==> src/hw/rtl/ods_pkg.sv <==
// ----------------------------------------------------------------------------
// ods_pkg
// shared widths, constants and register codes of the oil dose scheduler
// ----------------------------------------------------------------------------
package ods_pkg;

  // default sizing
  localparam int unsigned SAMPLES_PER_READING_DEF = 10;
  localparam int unsigned ADC_BITS_DEF            = 12;

  // field widths
  localparam int unsigned LEVEL_W   = 7;
  localparam int unsigned DOSE_W    = 16;
  localparam int unsigned TIMER_W   = 32;
  localparam int unsigned CFG_W     = 32;
  localparam int unsigned CFG_IDX_W = 2;

  // sensor calibration: raw reading at empty and at full, full scale percent
  localparam int unsigned LVL_EMPTY_RAW = 4000;
  localparam int unsigned LVL_FULL_RAW  = 1500;
  localparam int unsigned LVL_FULL_PCT  = 100;
  // raw counts per percent, the calibration span divides evenly
  localparam int unsigned LVL_RAW_PER_PCT = (LVL_EMPTY_RAW - LVL_FULL_RAW) / LVL_FULL_PCT;

  // register reset values
  localparam logic [15:0] DOSE_TICKS_RST      = 16'd3000;
  localparam logic [31:0] INTERVAL_TICKS_RST  = 32'd3600000;
  localparam logic [6:0]  LOW_THRESHOLD_RST   = 7'd20;
  localparam logic [6:0]  EMPTY_THRESHOLD_RST = 7'd5;

  // configuration register index
  typedef enum logic [CFG_IDX_W-1:0] {
    CFG_DOSE_TICKS      = 2'd0,
    CFG_INTERVAL_TICKS  = 2'd1,
    CFG_LOW_THRESHOLD   = 2'd2,
    CFG_EMPTY_THRESHOLD = 2'd3
  } cfg_reg_e;

  // result of one level evaluation
  typedef struct packed {
    logic [LEVEL_W-1:0] level;
    logic               alert;
    logic               skip;
  } level_res_t;

endpackage

==> src/hw/rtl/ods_level.sv <==
// ----------------------------------------------------------------------------
// ods_level
// maps a finished sample sum to a clamped percent level and threshold flags
// ----------------------------------------------------------------------------
module ods_level #(
  parameter int unsigned SAMPLES_PER_READING = ods_pkg::SAMPLES_PER_READING_DEF,
  parameter int unsigned SUM_W               = 16
) (
  input  logic [SUM_W-1:0]            sum_i,
  input  logic [ods_pkg::LEVEL_W-1:0] low_threshold_i,
  input  logic [ods_pkg::LEVEL_W-1:0] empty_threshold_i,
  output ods_pkg::level_res_t         res_o
);

  // level = (empty - floor(sum/n)) / span folds into one divide:
  // floor((empty*n - sum + n - 1) / (span*n)) for sum below empty*n
  localparam int unsigned EmptySum = ods_pkg::LVL_EMPTY_RAW * SAMPLES_PER_READING;
  localparam int unsigned NumTop   = EmptySum + SAMPLES_PER_READING - 1;
  localparam int unsigned NumW     = $clog2(NumTop + 1);
  localparam int unsigned CalcW    = (SUM_W > NumW) ? SUM_W : NumW;
  localparam int unsigned DivLevel = ods_pkg::LVL_RAW_PER_PCT * SAMPLES_PER_READING;

  // divide by the constant as a multiply by its rounded-up reciprocal; the
  // rounding error times any numerator stays below one unit of the shift,
  // so the quotient is exact
  localparam int unsigned     RecipSh = CalcW + $clog2(DivLevel);
  localparam longint unsigned Recip   = ((64'd1 << RecipSh) + DivLevel - 1) / DivLevel;
  localparam int unsigned     RecipW  = $clog2(Recip + 1);
  localparam int unsigned     ProdW   = CalcW + RecipW;

  logic [CalcW-1:0]            sum_ext;
  logic                        is_empty;
  logic [CalcW-1:0]            num;
  logic [ProdW-1:0]            prod;
  logic [CalcW-1:0]            quot;
  logic [ods_pkg::LEVEL_W-1:0] level;

  assign sum_ext  = CalcW'(sum_i);
  assign is_empty = sum_ext >= CalcW'(EmptySum);
  assign num      = CalcW'(NumTop) - sum_ext;
  assign prod     = ProdW'(num) * ProdW'(Recip);
  assign quot     = CalcW'(prod >> RecipSh);

  // clamp to full scale, zero at or past the empty reading
  always_comb begin
    if (is_empty) begin
      level = '0;
    end else if (quot > CalcW'(ods_pkg::LVL_FULL_PCT)) begin
      level = ods_pkg::LEVEL_W'(ods_pkg::LVL_FULL_PCT);
    end else begin
      level = quot[ods_pkg::LEVEL_W-1:0];
    end
  end

  // threshold flags
  assign res_o.level = level;
  assign res_o.alert = level < low_threshold_i;
  assign res_o.skip  = level < empty_threshold_i;

endmodule

==> src/hw/rtl/oil_dose_scheduler.sv <==
// ----------------------------------------------------------------------------
// oil_dose_scheduler
// measure, dose and wait sequencer for an oil atomizer fed by samples and ticks
// ----------------------------------------------------------------------------
// Each input word is an ADC sample or a 1 ms tick; every accepted word yields
// exactly one result word holding the atomizer drive, the last level, the
// low-oil alert, the dose count and a flag marking the sample that finished a
// reading. The block takes one word per clock: all work for a word is done
// between the input handshake and a single result register, so a result
// appears in the cycle after acceptance and the next word is taken in the same
// cycle that the previous result leaves. The only thing that holds the input
// is a full result register that the output side does not take.
module oil_dose_scheduler #(
  parameter int unsigned SAMPLES_PER_READING = ods_pkg::SAMPLES_PER_READING_DEF,
  parameter int unsigned ADC_BITS            = ods_pkg::ADC_BITS_DEF
) (
  input  logic                          clk_i,
  input  logic                          rst_ni,
  // configuration writes
  input  logic                          cfg_we_i,
  input  logic [ods_pkg::CFG_IDX_W-1:0] cfg_idx_i,
  input  logic [ods_pkg::CFG_W-1:0]     cfg_data_i,
  // input words
  input  logic                          in_valid_i,
  output logic                          in_ready_o,
  input  logic                          req_type_i,
  input  logic [ADC_BITS-1:0]           adc_sample_i,
  // result words
  output logic                          out_valid_o,
  input  logic                          out_ready_i,
  output logic                          atomizer_on_o,
  output logic [ods_pkg::LEVEL_W-1:0]   oil_level_o,
  output logic                          oil_low_alert_o,
  output logic [ods_pkg::DOSE_W-1:0]    dose_count_o,
  output logic                          level_updated_o
);

  localparam int unsigned IdxW  = $clog2(SAMPLES_PER_READING + 1);
  localparam int unsigned SumW  = ADC_BITS + $clog2(SAMPLES_PER_READING + 1);
  localparam int unsigned LvlW  = ods_pkg::LEVEL_W;
  localparam int unsigned DoseW = ods_pkg::DOSE_W;
  localparam int unsigned TimW  = ods_pkg::TIMER_W;

  typedef enum logic [1:0] {
    PH_MEASURE = 2'd0,
    PH_DOSE    = 2'd1,
    PH_WAIT    = 2'd2
  } phase_e;

  // configuration registers
  logic [15:0]     dose_ticks_q;
  logic [31:0]     interval_ticks_q;
  logic [LvlW-1:0] low_threshold_q;
  logic [LvlW-1:0] empty_threshold_q;

  // sequencer state
  phase_e           phase_q, phase_d;
  logic [IdxW-1:0]  idx_q, idx_d;
  logic [SumW-1:0]  sum_q, sum_d;
  logic [TimW-1:0]  timer_q, timer_d;
  logic [LvlW-1:0]  level_q, level_d;
  logic             alert_q, alert_d;
  logic [DoseW-1:0] dose_q, dose_d;

  // result register
  logic             out_valid_q, out_valid_d;
  logic             atom_q, atom_d;
  logic             updated_q, updated_d;

  logic                in_accept;
  logic                timer_done;
  logic [SumW-1:0]     sum_next;
  logic [IdxW-1:0]     idx_next;
  ods_pkg::level_res_t lvl_res;

  assign in_ready_o = !out_valid_q || out_ready_i;
  assign in_accept  = in_valid_i && in_ready_o;

  assign sum_next   = sum_q + SumW'(adc_sample_i);
  assign idx_next   = idx_q + IdxW'(1);
  assign timer_done = timer_q <= TimW'(1);

  // level mapping of the sum that includes this sample
  ods_level #(
    .SAMPLES_PER_READING (SAMPLES_PER_READING),
    .SUM_W               (SumW)
  ) u_level (
    .sum_i             (sum_next),
    .low_threshold_i   (low_threshold_q),
    .empty_threshold_i (empty_threshold_q),
    .res_o             (lvl_res)
  );

  // configuration write port
  always_ff @(posedge clk_i or negedge rst_ni) begin
    if (!rst_ni) begin
      dose_ticks_q      <= ods_pkg::DOSE_TICKS_RST;
      interval_ticks_q  <= ods_pkg::INTERVAL_TICKS_RST;
      low_threshold_q   <= ods_pkg::LOW_THRESHOLD_RST;
      empty_threshold_q <= ods_pkg::EMPTY_THRESHOLD_RST;
    end else if (cfg_we_i) begin
      case (ods_pkg::cfg_reg_e'(cfg_idx_i))
        ods_pkg::CFG_DOSE_TICKS:      dose_ticks_q      <= cfg_data_i[15:0];
        ods_pkg::CFG_INTERVAL_TICKS:  interval_ticks_q  <= cfg_data_i[31:0];
        ods_pkg::CFG_LOW_THRESHOLD:   low_threshold_q   <= cfg_data_i[LvlW-1:0];
        ods_pkg::CFG_EMPTY_THRESHOLD: empty_threshold_q <= cfg_data_i[LvlW-1:0];
        default: ;
      endcase
    end
  end

  // next state and next result word
  always_comb begin
    phase_d     = phase_q;
    idx_d       = idx_q;
    sum_d       = sum_q;
    timer_d     = timer_q;
    level_d     = level_q;
    alert_d     = alert_q;
    dose_d      = dose_q;
    updated_d   = updated_q;
    atom_d      = atom_q;
    out_valid_d = out_valid_q && !out_ready_i;

    if (in_accept) begin
      updated_d = 1'b0;
      if (!req_type_i) begin
        // sample: only counted while measuring
        if (phase_q == PH_MEASURE) begin
          if (idx_next >= IdxW'(SAMPLES_PER_READING)) begin
            level_d   = lvl_res.level;
            alert_d   = lvl_res.alert;
            sum_d     = '0;
            idx_d     = '0;
            updated_d = 1'b1;
            if (lvl_res.skip) begin
              phase_d = PH_WAIT;
              timer_d = interval_ticks_q;
            end else begin
              phase_d = PH_DOSE;
              timer_d = TimW'(dose_ticks_q);
            end
          end else begin
            sum_d = sum_next;
            idx_d = idx_next;
          end
        end
      end else begin
        // tick: counts down the dose and wait phases
        case (phase_q)
          PH_DOSE: begin
            if (timer_done) begin
              dose_d  = dose_q + DoseW'(1);
              phase_d = PH_WAIT;
              timer_d = interval_ticks_q;
            end else begin
              timer_d = timer_q - TimW'(1);
            end
          end
          PH_WAIT: begin
            if (timer_done) begin
              timer_d = '0;
              phase_d = PH_MEASURE;
              idx_d   = '0;
              sum_d   = '0;
            end else begin
              timer_d = timer_q - TimW'(1);
            end
          end
          default: ;
        endcase
      end
      atom_d      = phase_d == PH_DOSE;
      out_valid_d = 1'b1;
    end
  end

  // state and result registers
  always_ff @(posedge clk_i or negedge rst_ni) begin
    if (!rst_ni) begin
      phase_q     <= PH_MEASURE;
      idx_q       <= '0;
      sum_q       <= '0;
      timer_q     <= '0;
      level_q     <= '0;
      alert_q     <= 1'b0;
      dose_q      <= '0;
      out_valid_q <= 1'b0;
      atom_q      <= 1'b0;
      updated_q   <= 1'b0;
    end else begin
      phase_q     <= phase_d;
      idx_q       <= idx_d;
      sum_q       <= sum_d;
      timer_q     <= timer_d;
      level_q     <= level_d;
      alert_q     <= alert_d;
      dose_q      <= dose_d;
      out_valid_q <= out_valid_d;
      atom_q      <= atom_d;
      updated_q   <= updated_d;
    end
  end

  // result word
  assign out_valid_o     = out_valid_q;
  assign atomizer_on_o   = atom_q;
  assign oil_level_o     = level_q;
  assign oil_low_alert_o = alert_q;
  assign dose_count_o    = dose_q;
  assign level_updated_o = updated_q;

endmodule

==> config.mk <==
export PLATFORM = sky130hd
export DESIGN_NAME = oil_dose_scheduler
export DESIGN_NICKNAME = d
export VERILOG_FILES = /design/src/hw/rtl/ods_pkg.sv /design/src/hw/rtl/ods_level.sv /design/src/hw/rtl/oil_dose_scheduler.sv
export SDC_FILE = /design/constraint.sdc
export NUM_CORES = 1
export LEC_CHECK = 0
export BUFFER_PORTS_ARGS = -buffer_cell sky130_fd_sc_hd__buf_2
export CORE_UTILIZATION = 55
export CTS_BUF_LIST = sky130_fd_sc_hd__clkbuf_4
export DETAILED_ROUTE_END_ITERATION = 10
export PLACE_DENSITY = 0.75
export SLEW_MARGIN = 20
export SYNTH_ARGS = -nofsm -noshare
export SYNTH_HDL_FRONTEND = slang
export SYNTH_SLANG_ARGS = --single-unit
export TNS_END_PERCENT = 10
==> constraint.sdc <==
create_clock -name clk_i -period 13.65 [get_ports clk_i]
set_clock_uncertainty 0.15 [all_clocks]
set_input_delay 0 -clock clk_i [delete_from_list [all_inputs] [get_ports clk_i]]
set_output_delay 0 -clock clk_i [all_outputs]
set_load 0.1 [all_outputs]
### Yosys cells after proc, flatten, opt, wreduce, memory -nomap -nowiden

Index checks and enable logic that the tools add are counted.

* register bits after elaboration: 143
* output and inout port bits: 28
* logic and storage cells: 84
* input port bits: 52

* equality and inequality tests: 9
* $mul: 1
* add/sub/neg operators: 5
* $lt $le $gt $ge: 6
* multiplexer cells: 31
* reduce and logical (&&, ||, !) cells: 17
* bitwise gates (word level): 1

Operators by type and width (number)
* $mux 32: 6
* $mux 16: 5
* $pmux 32 s2: 1
* $mul 16x17->33 const B: 1
* $le 32x1->1 const B: 1
* $sub 32x1->32 const B: 1
* $mux 4: 5
* $add 16x1->16 const B: 1
* $add 16x12->16: 1
* $ge 16x16->1 const B: 1
* $reduce_and 4->1: 4
* $sub 16x16->16 const A: 1
* $lt 7x7->1: 2
* $mux 2: 7
* $mux 7: 2
* $gt 9x7->1 const B: 1
* $reduce_and 2->1: 4
* $eq 2x1->1 const B: 3
* $eq 2x2->1 const B: 3
* $add 4x1->4 const B: 1
* $ge 4x4->1 const B: 1
* $logic_not 2->1: 2
* $mux 1: 4
* $ne 2x1->1 const B: 2
* other kinds (7): 10

### Logic depth before layout (Yosys ltp)

* word-level depth: 13
* gate-level depth with buffers: 41
* depth with buffers taken out: 39

### By module

A second synthesis with hierarchy kept.

* cell total of the unflattened synthesis: 1231
* area, all modules: 12157.9 sq um

By module, submodules not included
* oil_dose_scheduler: cells an instance 759, instances 1, area an instance 7965.1 sq um, sequential area each 3606.0 sq um
* ods_level: cells an instance 472, instances 1, area an instance 4192.8 sq um, sequential area each 0.0 sq um

### Worst setup path after synthesis

No wires, ideal clock.

* path type: reg-to-reg
* start: reg sum_q[0]
* end: reg atom_q, in the netlist atomizer_on_o
* library setup time: 126 ps
* path buffers: 3
* arrival time: 9428 ps
* period minus slack after synthesis: 9704 ps
* setup slack: 3946 ps
* cell stages (with the launch flop): 40
* cells stage by stage: dfrtp_1 -> ha_1 -> fa_1 -> a21o_1 -> a221o_1 -> buf_2 -> a211o_1 -> and3_1 -> buf_2 -> nand4_2 -> o211ai_1 -> xnor2_1 -> inv_1 -> ha_1 -> inv_1 -> fa_1 -> fa_1 -> fa_1 -> [4 not listed] -> nand3_1 -> or3_1 -> o41ai_1 -> a21oi_1 -> xnor2_1 -> a311o_1 -> nand4_1 -> nor2_1 -> ha_1 -> nor2b_1 -> o21a_1 -> o21a_1 -> o21ai_0 -> nand2b_1 -> a211oi_2 -> a211oi_4 -> buf_6 -> a221o_1

RTL lines
* start, declared: line oil_dose_scheduler.sv:59 `logic [SumW-1:0] sum_q, sum_d;`
* start signal, assigned: line oil_dose_scheduler.sv:194 `sum_q <= sum_d;`
* end signal, assigned: line oil_dose_scheduler.sv:200 `atom_q <= atom_d;`
* end, declared: line oil_dose_scheduler.sv:67 `logic atom_q, atom_d;`

==> impl_metrics.tcl <==
set metrics [dict create \
    start_kind "register" \
    rows 53 \
    synthAdderAreaFrac_pct 23.9 \
    post-route-min-period_ns 11.39 \
    nets 1626 \
    fin_tns_setup_ns 0 \
    grt_pass1_wl_um 46300 \
    grt_overflow_total 0 \
    syn_area_um2 11800 \
    clock-sinks 143 \
    r2r.worst_path.cells 39 \
    worstMarginPinSlew_ns 1.09 \
    cts_tree "yes" \
    clock_latency_ns 0.57 \
    synth_top_family_by_area "adder cells" \
    multi_input_area_um2 7540 \
    arrival_ns 11.66 \
    viasPerCell 5.83 \
    min_path_cells 3 \
    antenna_found_initial 0 \
    critPathMostFrequentCell "ha_1" \
    syn2layout_area_growth_pct 13.1 \
    die_x_um 148 \
    vias 9678 \
    drt-pass1-iter-count 5 \
    pre_cts_ws_ns 2.76 \
    clockBufferDepth 2 \
    ys_ff_latch 143 \
    wl_per_cell_um 16.4 \
    syn_avg_cell_area_um2 9.39 \
    core_um2 21000 \
    start_util_pct 56.1 \
    crit_type "reg2reg" \
    io_pins 80 \
    setup_viol 0 \
    grt_usage_pct 26.1 \
    grt_max_degree 80 \
    cp.required_ns 13.92 \
    synth-compound-area-share_pct 14.9 \
    routed_wl_um 27300 \
    clkTransAtPathRegs_ns 0.14 \
    period_share_pct 83.4 \
    async_flop_share_pct 100 \
    instances_no_fill 1661 \
    synth_simple_gate_area_share_pct 13.1 \
    first_iter_violations 842 \
    synthFlopType "dfrtp_1" \
    dp_cells 1579 \
    die_h_um 148 \
    cp_slowest_cell "a211oi_4" \
    synth-edff-count 0 \
    netlist_top_cells_count "ha_1 (161), inv_1 (136), dfrtp_1 (121), nand2_1 (104), a21oi_1 (96)" \
    drive_above_1_share_pct 15.9 \
    cts_resized 0 \
    drc 0 \
    io_buffers 79 \
    slew_violations 0 \
    ys_seq_area_share_pct 30.6 \
    synth_top_area_share_pct 25.7 \
    outcome "finished clean" \
    max_freq_mhz 87.8 \
    htreeDepth 4 \
    min_path_type "in2reg" \
    netlist-cell-type-count 68 \
    finalWorstSetupSlack_ns 2.26 \
    synthMuxAreaShare_pct 7.21 \
    synth_nets 1508 \
    root_buffer "clkbuf_4" \
    synthTopCellsByArea "dfrtp_1 (26%), ha_1 (17%), fa_1 (6.8%)" \
    yosysTopAreaCell "dfrtp_1" \
    diodes 0 \
    drv_cap 0 \
    place.gp.congestion 0.888 \
    cts_made_buffers 17 \
    cp-end-kind "register" \
    ant_nets 0 \
    syn_inst 1255 \
    grt_pass1_vias 9401 \
    rsz0062_at_grt "false" \
    slew_headroom_pct 27.0 \
    fill_cells 1707 \
    dp_hpwl_um 20100 \
    regArea_um2 3610 \
    die-area_um2 22000 \
    cpPeakStageDelay_ns 0.93 \
    synth.most_common_cell "ha_1" \
    synth-xor-area-share_pct 4.76 \
    yosysWarnings 0 \
    crit_fanout 15 \
    hold_viol 0 \
]
final timing paths:
| check | from | end | slack [ns] |
|---|---|---|---|
| setup reg to reg | sum_q[0]$_DFFE_PN0P_ | timer_q[9]$_DFFE_PN0P_ | 2.26 |
| setup / recovery | sum_q[0]$_DFFE_PN0P_ | timer_q[9]$_DFFE_PN0P_ | 2.26 |
| hold reg to reg | dose_count_o[15]$_DFFE_PN0P_ | dose_count_o[15]$_DFFE_PN0P_ | 0.33 |
| hold / removal | cfg_data_i[19] | interval_ticks_q[19]$_DFFE_PN0P_ | 0.03 |
| min in group asynchronous | rst_ni | interval_ticks_q[21]$_DFFE_PN1P_ | 0.49 |
| max in group asynchronous | rst_ni | low_threshold_q[5]$_DFFE_PN0P_ | 12.21 |
metrics by stage:
step / utilization [%] / area, um^2 / hold slack (ns)
6_report: 63.4 / 13300 / 0.0329
5_1_grt: 63.4 / 13300 / 0.0108
4_1_cts: 63.4 / 13300 / 0.00444
3_5_place_dp: 59.2 / 12400 / 0.000691
3_3_place_gp: 59.2 / 12400 / 0.00126
2_1_floorplan: - / 11800 / -0.446
logic make-up (layout without fill, tap and decap cells):
kind of cell,after synthesis,after routing
AO/OA/AOI/OAI,272,272
XOR/XNOR,64,64
adder cells (fa/ha/maj),201,201
buffers and inverters,173,304
flip-flops,143,143
multiplexers,77,77
AND/OR/NAND/NOR,325,325
timing repair:
item | 4_1_cts | 5_1_grt
setup buffers | 0 | 0
setup endpoints to repair | 0 | 0
hold endpoints to repair | 174 | 0
hold buffers | 50 | 0
placed cells by master (no fill, tap or decap), drive strengths merged, types with 5 or more instances in the layout:
| cell | netlist | layout |
|---|---|---|
| mux2 | 63 | 63 |
| o2111ai | 6 | 6 |
| o21a | 11 | 11 |
| nor3 | 27 | 27 |
| dfrtp | 121 | 121 |
| nand4 | 8 | 8 |
| a211oi | 10 | 10 |
| ha | 161 | 161 |
| fa | 40 | 40 |
| inv | 136 | 141 |
| nor4 | 10 | 10 |
| and3 | 10 | 10 |
| o31ai | 6 | 6 |
| xnor2 | 43 | 43 |
| nand2b | 6 | 6 |
| mux2i | 14 | 14 |
| clkbuf | 32 | 17 |
| a31oi | 12 | 12 |
| a221oi | 11 | 11 |
| a21o | 10 | 10 |
| nand3 | 32 | 32 |
| nand2 | 104 | 104 |
| o211ai | 9 | 9 |
| xor2 | 21 | 21 |
| o22ai | 6 | 6 |
| dlygate4sd3 | 0 | 49 |
| o41ai | 6 | 6 |
| nor2 | 87 | 87 |
| a22o | 7 | 7 |
| buf | 5 | 87 |
| o21ai | 56 | 56 |
| and2 | 5 | 5 |
| dfstp | 22 | 22 |
| a21oi | 96 | 96 |
| bufinv | 0 | 5 |
| or4 | 6 | 6 |
| or3 | 9 | 9 |
critical path: cells and delay by family (launching register included):
kind	cells	cell delay, ns
and+or+nand+nor	8	1.30
muxes	1	0.33
adders and majority gates	11	3.83
DFF	1	0.41
AOI/OAI and AO/OA	12	3.37
xor gates and xnor gates	2	0.69
buffers and inverters	5	1.11
layer usage:
layer	global-route usage (%)	up-vias	share of wire, %
met2	41.7	296	46
met1	37.2	4682	47
met4	6.24	0	1.4
met5	0	-	0
met3	3.99	32	5.9
li1	-	4668	-
final cells by class:
type,instances,area share [%]
flip-flops and latches,143,27.1
repair buffers,136,7.29
multi-input cells,939,56.5
well taps,275,2.58
clock inverters,15,1.74
clock buffers,17,0.958
inverters,136,3.83
state kept, by name, summed over array words and instances (netlist names):
| name | count |
|---|---|
| dose_ticks_q | 16 |
| oil_level_o | 7 |
| idx_q | 4 |
| phase_q | 2 |
| interval_ticks_q | 32 |
| out_valid_o | 1 |
| timer_q | 32 |
| level_updated_o | 1 |
| oil_low_alert_o | 1 |
| sum_q | 16 |
| low_threshold_q | 7 |
| atomizer_on_o | 1 |
| empty_threshold_q | 7 |
| dose_count_o | 16 |
Power is not shown: default switching activity piles up to over one toggle a cycle in this logic, so the estimate is an artifact.
